$ cat config.mk
export PLATFORM = sky130hd
export DESIGN_NAME = d2h_unpack
export DESIGN_NICKNAME = d
export VERILOG_FILES = /design/src/hdl/d2h_pkg.sv /design/src/hdl/d2h_unpack.sv
export SDC_FILE = /design/constraint.sdc
export NUM_CORES = 1
export LEC_CHECK = 0
export ABC_CLOCK_PERIOD_IN_PS = 4900
export BUFFER_PORTS_ARGS = -buffer_cell sky130_fd_sc_hd__buf_2
export CELL_PAD_IN_SITES_DETAIL_PLACEMENT = 1
export CELL_PAD_IN_SITES_GLOBAL_PLACEMENT = 1
export CORE_UTILIZATION = 37
export DETAILED_ROUTE_END_ITERATION = 8
export GPL_ROUTABILITY_DRIVEN = 0
export PLACE_DENSITY_LB_ADDON = 0.1
export SLEW_MARGIN = 20
export SYNTH_ARGS = -nofsm -noshare
export SYNTH_HDL_FRONTEND = slang
export SYNTH_SLANG_ARGS = --single-unit
$ cat constraint.sdc
create_clock -name vclk -period 4.9
set_input_delay 0.49 -clock vclk [all_inputs]
set_output_delay 0.49 -clock vclk [all_outputs]
set_load 0.01 [all_outputs]
$ cat src/hdl/d2h_pkg.sv
`timescale 1ns / 1ps
// ----------------------------------------------------------------------------
// d2h_pkg
// Shared types and constants of the binary64 to hex-float converter.
// ----------------------------------------------------------------------------
package d2h_pkg;

   localparam logic [6:0] START_EXP = 7'd80;
   localparam logic [6:0] MAX_EXP   = 7'h7F;
   localparam logic [10:0] EXP_ALL_ONES = 11'h7FF;

   typedef struct packed {
      logic [63:0] value_bits;
   } req_type;

   typedef struct packed {
      logic [63:0] real_bits;
      logic        overflow;
   } rsp_type;

   // state carried between the normalizing stages
   typedef struct packed {
      logic         sign;
      logic         zero;
      logic         ovf;
      logic [127:0] fix;
      logic [6:0]   expo;
   } work_type;

endpackage

$ cat src/hdl/d2h_unpack.sv
`timescale 1ns / 1ps
// ----------------------------------------------------------------------------
// d2h_unpack
// Decode the binary64 pattern and align the magnitude to 64.64 fixed point.
// ----------------------------------------------------------------------------
module d2h_unpack (
   input  logic              [63:0] value_bits,
   output d2h_pkg::work_type        work
);
   logic [10:0]  bexp;
   logic [51:0]  frac;
   logic [52:0]  sig;
   logic [11:0]  sh;
   logic [127:0] wide;

   // magnitude = sig * 2^(bexp-1075); fix = sig << (bexp-1075+64)
   always_comb begin
      bexp = value_bits[62:52];
      frac = value_bits[51:0];
      sig  = (bexp == 11'd0) ? {1'b0, frac} : {1'b1, frac};
      work.sign = value_bits[63];
      work.zero = (bexp == 11'd0) && (frac == 52'd0);
      work.ovf  = (bexp == d2h_pkg::EXP_ALL_ONES) || (bexp >= 11'd1087);
      work.expo = d2h_pkg::START_EXP;
      wide      = {75'd0, sig};
      sh        = {1'b0, (bexp == 11'd0) ? 11'd1 : bexp};
      if (sh >= 12'd1011) begin
         work.fix = wide << (sh - 12'd1011);
      end else begin
         work.fix = wide >> (12'd1011 - sh);
      end
   end
endmodule

==> flow_metrics.tcl <==
set metrics [dict create \
    nNetsFinal 2019 \
    viasPerCell 7.87 \
    num_rows 63 \
    grt_pass1_vias 17355 \
    synth.top_cells.by_area "mux2i_1 (10%), nor2_1 (6.4%), nand2_1 (6.1%)" \
    synth-warning-count 0 \
    final_area_sq_mm 0.0136 \
    min_period_ns 4.89 \
    grt_max_degree 64 \
    slowest_delay_ns 0.46 \
    power_mw 1.93 \
    chipHeight_um 175 \
    cp_slowest_cell "buf_4" \
    critical-path-top-delay-family "buffers and inverters" \
    cp_max_fo 30 \
    wl_per_cell_um 33.9 \
    synth_common_cells "nor2_1 (189), nand2_1 (182), clkbuf_1 (142)" \
    hp-class "in2out" \
    cap_viol_max_count 0 \
    startpoint_type "primary input" \
    rsz0062_at_grt "true" \
    avgSynthCellArea_sq_um 6.26 \
    path_cells "buf_2 -> inv_1 -> ha_1 -> nor4b_4 -> buf_4 -> nand2_1 -> buf_12 -> a311oi_1 -> nand4_1 -> mux2_2 -> a32o_1 -> a21oi_1 -> buf_4 -> o221ai_1 -> buf_2" \
    start_util 0.376 \
    fin_hold_ws_ns 0.980 \
    hold_depth 0 \
    grt_use_total 0.493 \
    antenna_found_initial 0 \
    ant_nets 0 \
    synth_top_area_frac 0.101 \
    yosysSeqAreaShare 0 \
    postCtsHoldBufs 0 \
    endpoint_kind "output port" \
    fmax_mhz 205 \
    dp_hpwl_mm 60.4 \
    max_slew_margin 0.389 \
    worst_pin_slew_ns 0.914 \
    routed-via-count 18413 \
    grt_pass1_wl_mm 115 \
    synthesis.area_sq_mm 0.0111 \
    area_delta_synth_final_pct 21.8 \
    seq_area_sq_um 0 \
    cp.required_ns 4.41 \
    cp_num_buf_inv 6 \
    min_period_over_period 0.998 \
    min_to "work[137]" \
    critPathKind "in2out" \
    core_area_sq_mm 0.0296 \
    diodes 0 \
    finalHoldViolCount 0 \
    die_w_um 175 \
    ios 202 \
    synth_most_common_cell "nor2_1" \
    seq_cells 0 \
    critical_path_arrival_ns 4.40 \
    grt_overflow 0 \
    powerDensity_mw_per_mm2 142 \
    hold_start "value_bits[63]" \
    synth_top_area_cell "mux2i_1" \
    vdd_drop_max_mv 0.0843 \
    drc 0 \
    die_area_sq_mm 0.0308 \
    cp.depth 15 \
    syn_inst 1779 \
    slew_violations 0 \
    final-setup-viol-count 0 \
    drive_above_1_share 0.266 \
    port_buffers 193 \
    status "complete, no violations" \
    drt-total-wl_mm 79.3 \
    ys_types 96 \
    firstDrtPassIters 6 \
    leakagePower_nw 5.20 \
    clockBufferCount 0 \
    first_iter_violations 3418 \
    postPlaceCellArea_sq_mm 0.0134 \
]
-- layer usage --
layer,vias to the layer above,part of all wire,global-route usage
li1,7378,-,-
met1,8749,0.37,0.625
met2,1786,0.40,0.719
met3,500,0.15,0.158
met4,0,0.082,0.308
met5,-,0,0
-- layout make-up --
cell class	count	area [sq um]
Fill cell	3969	16100
Inverter	20	75.1
Multi-Input combinational cell	1531	10400
Tap cell	390	488
Timing Repair Buffer	398	2640
-- where the power goes --
group	switching (mW)	internal [mW]	total, mW
combinational	1.31	0.614	1.93
clock	0	0	0
sequential	0	0	0
total	1.31	0.614	1.93
-- logic make-up (layout without fill, tap and decap cells) --
logic type | count (synthesis) | after routing | synth area share
simple gates | 618 | 618 | 0.259
compound gates | 745 | 745 | 0.486
mux | 148 | 148 | 0.145
other cells | 2 | 7 | 0.000674
xor+xnor | 9 | 9 | 0.00708
buf+inv | 253 | 418 | 0.0976
fa+ha+maj | 4 | 4 | 0.00449
-- per-stage QoR --
stage / setup slack [ns] / util / TNS, ns / std cells
after global routing: -0.0662 / 0.458 / -0.119 / 2339
after detailed placement: 0.124 / 0.453 / 0 / 2336
after global placement: 0.158 / 0.453 / 0 / 2336
final: 0.0111 / 0.458 / 0 / 2339
after floorplan: -0.0371 / - / -0.0472 / 1784
after CTS: 0.106 / 0.453 / 0 / 2336
-- how the worst max path moves through the flow --
stage	end	slack (ns)	from
floorplan	work[80]	-0.04	value_bits[54]
global placement	work[68]	0.16	value_bits[55]
detailed placement	work[36]	0.12	value_bits[55]
CTS	work[36]	0.11	value_bits[55]
global route	work[88]	-0.07	value_bits[55]
finish	work[88]	0.01	value_bits[55]
-- layout by cell type (no fill, tap or decap), drive strengths merged, types with 8 or more instances in the layout --
cell type	synthesis	routed
or3	14	14
o2bb2ai	8	8
a2111oi	9	9
a221o	17	17
a31oi	28	28
nand4	20	20
nor2b	8	8
nand2b	21	21
nor4	37	37
a211oi	28	28
and2	14	14
mux4	8	8
a211o	14	14
o311ai	15	15
o22ai	75	75
a32oi	20	20
nor2	190	190
o22a	16	16
nand3	45	45
mux2i	112	112
buf	89	398
inv	20	20
a221oi	30	30
o21ai	102	102
o31ai	19	19
o32ai	29	29
mux2	28	28
o2111ai	9	9
nor3	53	53
o211ai	40	40
o221ai	38	38
a21oi	115	115
nand2	182	182
a22oi	52	52
a2bb2oi	14	14
or2	9	9
-- timing repair --
item                                    CTS  global route
endpoints found under the setup margin    0            67
buffers inserted                          0             3
resized for setup                         0            25
Power figures use the tool's default switching activity.
