### src/hdl/d2h_pkg.sv
`timescale 1ns / 1ps
// ----------------------------------------------------------------------------
// d2h_pkg
// Shared types and constants of the binary64 to hex-float converter.
// ----------------------------------------------------------------------------
package d2h_pkg;

   localparam logic [6:0] START_EXP = 7'd80;
   localparam logic [6:0] MAX_EXP   = 7'h7F;
   localparam logic [10:0] EXP_ALL_ONES = 11'h7FF;

   typedef struct packed {
      logic [63:0] value_bits;
   } req_type;

   typedef struct packed {
      logic [63:0] real_bits;
      logic        overflow;
   } rsp_type;

   // state carried between the normalizing stages
   typedef struct packed {
      logic         sign;
      logic         zero;
      logic         ovf;
      logic [127:0] fix;
      logic [6:0]   expo;
   } work_type;

endpackage

### src/hdl/d2h_norm.sv
`timescale 1ns / 1ps
// ----------------------------------------------------------------------------
// d2h_norm
// One normalize step: shift out up to four leading zero nibbles.
// ----------------------------------------------------------------------------
module d2h_norm (
   input  d2h_pkg::work_type work_i,
   output d2h_pkg::work_type work_o
);
   logic [2:0] step;

   always_comb begin
      work_o = work_i;
      for (step = 3'd0; step < 3'd4; step = step + 3'd1) begin
         if (work_o.fix[127:124] == 4'd0) begin
            work_o.fix  = work_o.fix << 4;
            work_o.expo = work_o.expo - 7'd1;
         end
      end
   end
endmodule

### config.mk
export PLATFORM = sky130hd
export DESIGN_NAME = d2h_norm
export DESIGN_NICKNAME = d
export VERILOG_FILES = /design/src/hdl/d2h_pkg.sv /design/src/hdl/d2h_norm.sv
export SDC_FILE = /design/constraint.sdc
export NUM_CORES = 1
export LEC_CHECK = 0
export BUFFER_PORTS_ARGS = -buffer_cell sky130_fd_sc_hd__buf_4
export CORE_MARGIN = 3
export CORE_UTILIZATION = 45
export DETAILED_ROUTE_END_ITERATION = 12
export PLACE_DENSITY = 0.77
export SLEW_MARGIN = 5
export SYNTH_ARGS = -nofsm -noshare
export SYNTH_HDL_FRONTEND = slang
export SYNTH_SLANG_ARGS = --single-unit
export TNS_END_PERCENT = 10
### constraint.sdc
create_clock -name vclk -period 4.1
set_clock_uncertainty 0.15 [all_clocks]
set_input_delay 0.205 -clock vclk [all_inputs]
set_output_delay 0.205 -clock vclk [all_outputs]
set_load 0.005 [all_outputs]
==> results_dict.tcl, run 1 <==
set metrics [dict create \
    die_area_mm2 0.0137 \
    power.net_switching_mw 0.429 \
    fillers 1115 \
    cp.arrival_ns 3.21 \
    tns_ns 0 \
    regArea_um2 0 \
    worst_pin_slew_ns 1.04 \
    internal_power_mw 0.434 \
    cp_data_required_time_ns 3.74 \
    num_rows 39 \
    hpwl_um 14700 \
    powerDensity_mw_per_mm2 115 \
    final_common_cell "buf_4" \
    port_buffers 270 \
    wl_um 18800 \
    avgViaCountPerCell 5.56 \
    cp_max_fo 7 \
    syn-instance-count 894 \
    synthesis.nets 1036 \
    io_pins 276 \
    power_frac_comb 1.000 \
    die_y_um 117 \
    post-route-util 0.642 \
    seq_power_share 0 \
    synth-warning-count 0 \
    fin_crit_sh 0.870 \
    cap_violations 0 \
    totalPowerFinal_mw 0.863 \
    antenna_found_initial 0 \
    post_cts_buffers 0 \
    start_kind "input port" \
    syn_to_final_growth_pct 35.9 \
    leakagePower_nw 3.31 \
    grt_pass1_wl_um 29100 \
    seq_area_frac_synth 0 \
    wl_per_cell_um 15.2 \
    drive_above_1_share 0.273 \
    finalHoldViolCount 0 \
    min_period_ns 3.57 \
    criticalPathCategory "input port to output port" \
    peakVddDrop_uv 59.1 \
    cts_hold_buf 0 \
    final_cell_mix "buf_4 (281), nand2_1 (234), o21ai_0 (222), mux2i_1 (221), nor2_1 (20)" \
    synth.avg_cell_area_um2 6.19 \
    end_kind "output port" \
    fin_nets 1238 \
    insertedDiodeCount 0 \
    hp-start "work_i[135]" \
    dr.pass1.iters 6 \
    start_util 0.473 \
    clockBufferCount 0 \
    synthesis.area_mm2 0.00554 \
    run_status "complete, no violations" \
    coreArea_mm2 0.0117 \
    grt_start_max_net_pins 131 \
    initialDrtViolationCount 540 \
    cts_resized 0 \
    min_path_type "input port to output port" \
    ant_nets 0 \
    sw_frac_of_total 0.497 \
    fin_hold_ws_ns 0.260 \
    clock_power_share 0 \
    crit_end "work_o[5]" \
    die_x_um 117 \
    grt.overflow.total 0 \
    vias 6881 \
    drcViolationCount 0 \
    fmax_ghz 0.280 \
    grt_usage 0.248 \
    max_slew_margin 0.306 \
    place.gp.congestion 0.928 \
    crit_start "work_i[131]" \
    ys_types 41 \
    rsz0062_at_grt "false" \
    seq_cell_count 0 \
    first_global_vias 6042 \
    setup_violations 0 \
    report.final.slew_viol_count 0 \
]
critical path: stages:
cell and delay, ns:
buf_4 0.14, or4_4 0.57, a21oi_1 0.21, ha_1 0.27, mux2_2 0.28, ha_1 0.23
xnor3_1 0.28, nand3_1 0.12, or3b_1 0.44, nor3b_2 0.19, xnor2_1 0.14, buf_4 0.13
cells by family after synthesis:
family,count (synthesis),synth area share
buf+inv,89,0.0707
fa+ha+maj,4,0.00904
xor+xnor,22,0.0387
compound gates,256,0.239
mux,224,0.406
simple gates,299,0.237
cells in the mapped netlist (3+ instances only):
cell | n | area [µm²]
mux2i_1 | 221 | 2210
nand3_1 | 4 | 20.0
a22o_1 | 4 | 35.0
nand4_1 | 3 | 18.8
clkbuf_1 | 54 | 203
nor4_1 | 3 | 18.8
and2_1 | 5 | 31.3
nand2_1 | 234 | 878
buf_2 | 16 | 80.1
nor3_1 | 6 | 30.0
buf_4 | 10 | 75.1
nor2_1 | 20 | 75.1
buf_1 | 4 | 15.0
o21ai_0 | 222 | 1110
ha_1 | 4 | 50.1
xor2_1 | 4 | 35.0
xnor2_1 | 16 | 140
or2_2 | 4 | 25.0
o22ai_1 | 4 | 25.0
o31ai_1 | 4 | 30.0
nor4_4 | 3 | 63.8
nor4b_1 | 4 | 35.0
inv_1 | 5 | 18.8
mux2_2 | 3 | 33.8
a21oi_1 | 16 | 80.1
worst min path at each step:
| stage | cells after the start | endpoint | slack (ns) |
|---|---|---|---|
| 2_1_floorplan | 1 | work_o[135] | 0.34 |
| 3_3_place_gp | 0 | work_o[137] | 0.26 |
| 3_5_place_dp | 0 | work_o[137] | 0.26 |
| 4_1_cts | 0 | work_o[137] | 0.26 |
| 5_1_grt | 0 | work_o[135] | 0.26 |
| 6_report | 0 | work_o[135] | 0.26 |
area by class of cell:
type	count	area, µm²	area share
multi-input combinational	805	5150	0.685
timing repair buffer	284	2170	0.288
tap	143	179	0.0238
inverter	5	18.8	0.00250
metrics by stage:
step	setup slack (ns)	area, µm²	std cells
after floorplan	0.454	5540	894
after global placement	0.593	7520	1237
after detailed placement	0.520	7520	1237
after CTS	0.520	7520	1237
after global routing	0.373	7520	1237
final	0.531	7520	1237
power groups by stage:
| stage | sequential [mW] | clock, mW | combinational [mW] |
|---|---|---|---|
| floorplan | 0 | 0 | 0.434 |
| global placement | 0 | 0 | 0.852 |
| detailed placement | 0 | 0 | 0.859 |
| CTS | 0 | 0 | 0.863 |
| global route | 0 | 0 | 0.961 |
| finish | 0 | 0 | 0.863 |
routing by layer:
layer / GRT usage / wire (µm) / vias to the layer above
met5: 0 / 0 / -
li1: - / - / 3583
met3: 0.0308 / 1280 / 22
met1: 0.323 / 8000 / 3051
met2: 0.448 / 9170 / 225
met4: 0.0344 / 345 / 0
No activity file was read; power rests on OpenSTA's default activity.
==> inputs of run 2 (changes only) <==
--- a/config.mk
+++ b/config.mk
@@ -7,9 +7,9 @@
 export LEC_CHECK = 0
 export BUFFER_PORTS_ARGS = -buffer_cell sky130_fd_sc_hd__buf_4
 export CORE_MARGIN = 3
-export CORE_UTILIZATION = 45
+export CORE_UTILIZATION = 49
 export DETAILED_ROUTE_END_ITERATION = 12
-export PLACE_DENSITY = 0.77
+export PLACE_DENSITY = 0.83
 export SLEW_MARGIN = 5
 export SYNTH_ARGS = -nofsm -noshare
 export SYNTH_HDL_FRONTEND = slang
==> results_dict.tcl, run 2 (synthesized netlist as in run 1, its figures left out) <==
set metrics [dict create \
    run_status "complete, no violations" \
    path_common_cell "buf_4" \
    fillers 1008 \
    met2_wirelength_um 9020 \
    grt.overflow.total 0 \
    hold_depth 0 \
    ant_nets 0 \
    start_kind "input port" \
    initialDrtViolationCount 709 \
    start_util 0.506 \
    insertedDiodeCount 0 \
    worst_pin_slew_ns 1.05 \
    rsz0062_at_grt "false" \
    port_buffers 270 \
    fin_nets 1238 \
    cp_max_fo 85 \
    avgViaCountPerCell 5.74 \
    setup_violations 0 \
    place_ws_ns 0.378 \
    finalWorstSetupSlack_ns 0.360 \
    cp_cell_sequence "buf_4 -> or4_4 -> buf_4 -> nand2_1 -> o21ai_0 -> nor4_2 -> buf_4 -> buf_4 -> mux2i_1 -> o21ai_0 -> buf_4" \
    num_rows 38 \
    final_common_cell "buf_4" \
    syn_to_final_growth_pct 35.6 \
    multi_input_area_mm2 0.00515 \
    drive_above_1_share 0.273 \
    io_pins 276 \
    end_kind "output port" \
    peakVddDrop_uv 68.1 \
    post_cts_buffers 0 \
    fin_hold_ws_ns 0.260 \
    grt_usage 0.276 \
    clockBufferCount 0 \
    hp-start "work_i[137]" \
    power.net_switching_mw 0.434 \
    grt_start_max_net_pins 127 \
    criticalPathCategory "input port to output port" \
    die_y_um 112 \
    die_area_mm2 0.0126 \
    regArea_um2 0 \
    fin_area_mm2 0.00750 \
    vias 7080 \
    first_global_vias 6229 \
    die_x_um 112 \
    max_slew_margin 0.299 \
    place.gp.congestion 0.968 \
    top_layer_used "met4" \
    coreArea_mm2 0.0109 \
    place_area_mm2 0.00750 \
    cap_violations 0 \
    seq_power_share 0 \
    drcViolationCount 0 \
    post-route-util 0.686 \
    cp.arrival_ns 3.39 \
    report.final.slew_viol_count 0 \
    crit_start "work_i[131]" \
    cts_hold_buf 0 \
    finalHoldViolCount 0 \
    fin_crit_sh 0.912 \
    grt_pass1_wl_um 30400 \
    met1Wirelength_um 8090 \
    power_frac_comb 1.000 \
    sw_frac_of_total 0.501 \
    hpwl_um 15000 \
    totalPowerFinal_mw 0.867 \
    cp_data_required_time_ns 3.74 \
    clock_power_share 0 \
    wl_per_cell_um 15.5 \
    critical-path-max-stage-delay_ns 0.70 \
    internal_power_mw 0.433 \
    routed-wl-met3_um 1470 \
    dp_cells 1234 \
    dr.pass1.iters 5 \
    powerDensity_mw_per_mm2 116 \
    min_period_ns 3.74 \
    leakagePower_nw 3.31 \
    wl_um 19100 \
    final_cells 1234 \
    min_path_type "input port to output port" \
    seq_cell_count 0 \
    cts_resized 0 \
    slowest_stage "or4_4" \
    fmax_ghz 0.267 \
    final_cell_mix "buf_4 (282), nand2_1 (234), o21ai_0 (222), mux2i_1 (221), nor2_1 (20)" \
    tns_ns 0 \
    antenna_found_initial 0 \
]
-- run 2: worst max-delay path, delay by kind of cell --
family          cells  cell delay [ns]
compound gates      2             0.28
mux                 1             0.23
buf+inv             5             1.36
simple gates        3             1.28
-- run 2: final timing paths --
check | end | slack (ns)
max | work_o[40] | 0.36
min | work_o[137] | 0.26
-- run 2: final cells by class --
cell class,instances,area share
Inverter,5,0.00250
Multi-Input combinational cell,805,0.687
Timing Repair Buffer,284,0.287
Tap cell,140,0.0233
-- run 2: power groups by stage --
stage	Clock (mW)	Combinational (mW)	Sequential, mW
detailed placement	0	0.860	0
global placement	0	0.852	0
finish	0	0.867	0
global route	0	0.960	0
floorplan	0	0.434	0
CTS	0	0.864	0
-- run 2: metal layers --
metal / vias to the layer above / track usage
li1: 3578 / -
met1: 3186 / 0.359
met2: 277 / 0.478
met3: 39 / 0.0399
met4: 0 / 0.0729
met5: - / 0
==> inputs of run 3 (changes only) <==
--- a/config.mk
+++ b/config.mk
@@ -6,10 +6,12 @@
 export NUM_CORES = 1
 export LEC_CHECK = 0
 export BUFFER_PORTS_ARGS = -buffer_cell sky130_fd_sc_hd__buf_4
+export CORE_ASPECT_RATIO = 0.9
 export CORE_MARGIN = 3
 export CORE_UTILIZATION = 49
 export DETAILED_ROUTE_END_ITERATION = 12
 export PLACE_DENSITY = 0.83
+export REMOVE_ABC_BUFFERS = 1
 export SLEW_MARGIN = 5
 export SYNTH_ARGS = -nofsm -noshare
 export SYNTH_HDL_FRONTEND = slang
==> results_dict.tcl, run 3 (synthesized netlist as in run 1, its figures left out) <==
set metrics [dict create \
    vias 6930 \
    die_area_mm2 0.0126 \
    run_status "complete, no violations" \
    post-route-util 0.692 \
    cts_hold_buf 0 \
    hpwl_um 14500 \
    clockBufferCount 0 \
    tns_ns 0 \
    fin_crit_sh 0.906 \
    wl_per_cell_um 14.6 \
    seq_cell_count 0 \
    fin_nets 1242 \
    grt_start_max_net_pins 154 \
    finalHoldViolCount 0 \
    antenna_found_initial 0 \
    place.gp.congestion 0.893 \
    min_path_type "input port to output port" \
    regArea_um2 0 \
    leakagePower_nw 3.34 \
    grt_pass1_wl_um 28500 \
    num_rows 36 \
    fillers 1007 \
    drive_above_1_share 0.276 \
    io_pins 276 \
    totalPowerFinal_mw 0.864 \
    place_area_mm2 0.00757 \
    report.final.slew_viol_count 0 \
    min_period_ns 3.72 \
    syn_to_final_growth_pct 36.8 \
    start_kind "input port" \
    finalWorstSetupSlack_ns 0.385 \
    final_cell_mix "buf_4 (284), nand2_1 (234), o21ai_0 (222), mux2i_1 (221), nor2_1 (20)" \
    place_ws_ns 0.378 \
    start_util 0.506 \
    grt.overflow.total 0 \
    cp.arrival_ns 3.36 \
    peakVddDrop_uv 62.1 \
    first_global_vias 5910 \
    coreArea_mm2 0.0109 \
    post_cts_buffers 0 \
    end_kind "output port" \
    insertedDiodeCount 0 \
    fin_area_mm2 0.00757 \
    wl_um 18200 \
    initialDrtViolationCount 516 \
    cp_max_fo 88 \
    worst_pin_slew_ns 1.00 \
    cap_violations 0 \
    cp_data_required_time_ns 3.74 \
    port_buffers 270 \
    drcViolationCount 0 \
    final_common_cell "buf_4" \
    fmax_ghz 0.269 \
    die_y_um 107 \
    powerDensity_mw_per_mm2 114 \
    setup_violations 0 \
    die_x_um 118 \
    criticalPathCategory "input port to output port" \
    avgViaCountPerCell 5.54 \
    ant_nets 0 \
    rsz0062_at_grt "false" \
    dr.pass1.iters 5 \
    max_slew_margin 0.334 \
    grt_usage 0.259 \
    cts_resized 0 \
]
run 3: final cells by class:
type                       count  area [µm²]  area share
inverter                       5        18.8     0.00248
multi-input combinational    805        5150       0.680
tap                          152         190      0.0251
timing repair buffer         288        2210       0.292
run 3: final timing paths:
path	start	to	slack [ns]	cells after the start
setup / recovery	work_i[131]	work_o[34]	0.38	11
hold / removal	work_i[135]	work_o[135]	0.26	0
run 3: metrics by stage:
stage | cells | hold WS, ns
2_1_floorplan | 810 | 0.260
3_3_place_gp | 1250 | 0.260
3_5_place_dp | 1250 | 0.260
4_1_cts | 1250 | 0.260
5_1_grt | 1250 | 0.260
6_report | 1250 | 0.260
run 3: worst max-delay path, cell delays in order:
cell and delay (ns):
buf_4 0.14, or4_4 0.63, buf_4 0.37, nand2_1 0.14, o21ai_0 0.19, nor4_2 0.54
buf_4 0.40, buf_4 0.26, mux2i_1 0.20, o21ai_0 0.10, buf_4 0.17
run 3: report_power, final:
part	internal (mW)	leakage [nW]	switching, mW	total, mW
sequential	0	0	0	0
combinational	0.436	3.34	0.428	0.864
clock	0	0	0	0
total	0.436	3.34	0.428	0.864
run 3: routing by layer:
layer | GRT usage | vias up | routed length [µm]
met5 | 0 | - | 0
met4 | 0.0393 | 0 | 344
met3 | 0.0469 | 28 | 1360
met2 | 0.464 | 234 | 8690
met1 | 0.333 | 3094 | 7820
li1 | - | 3574 | -
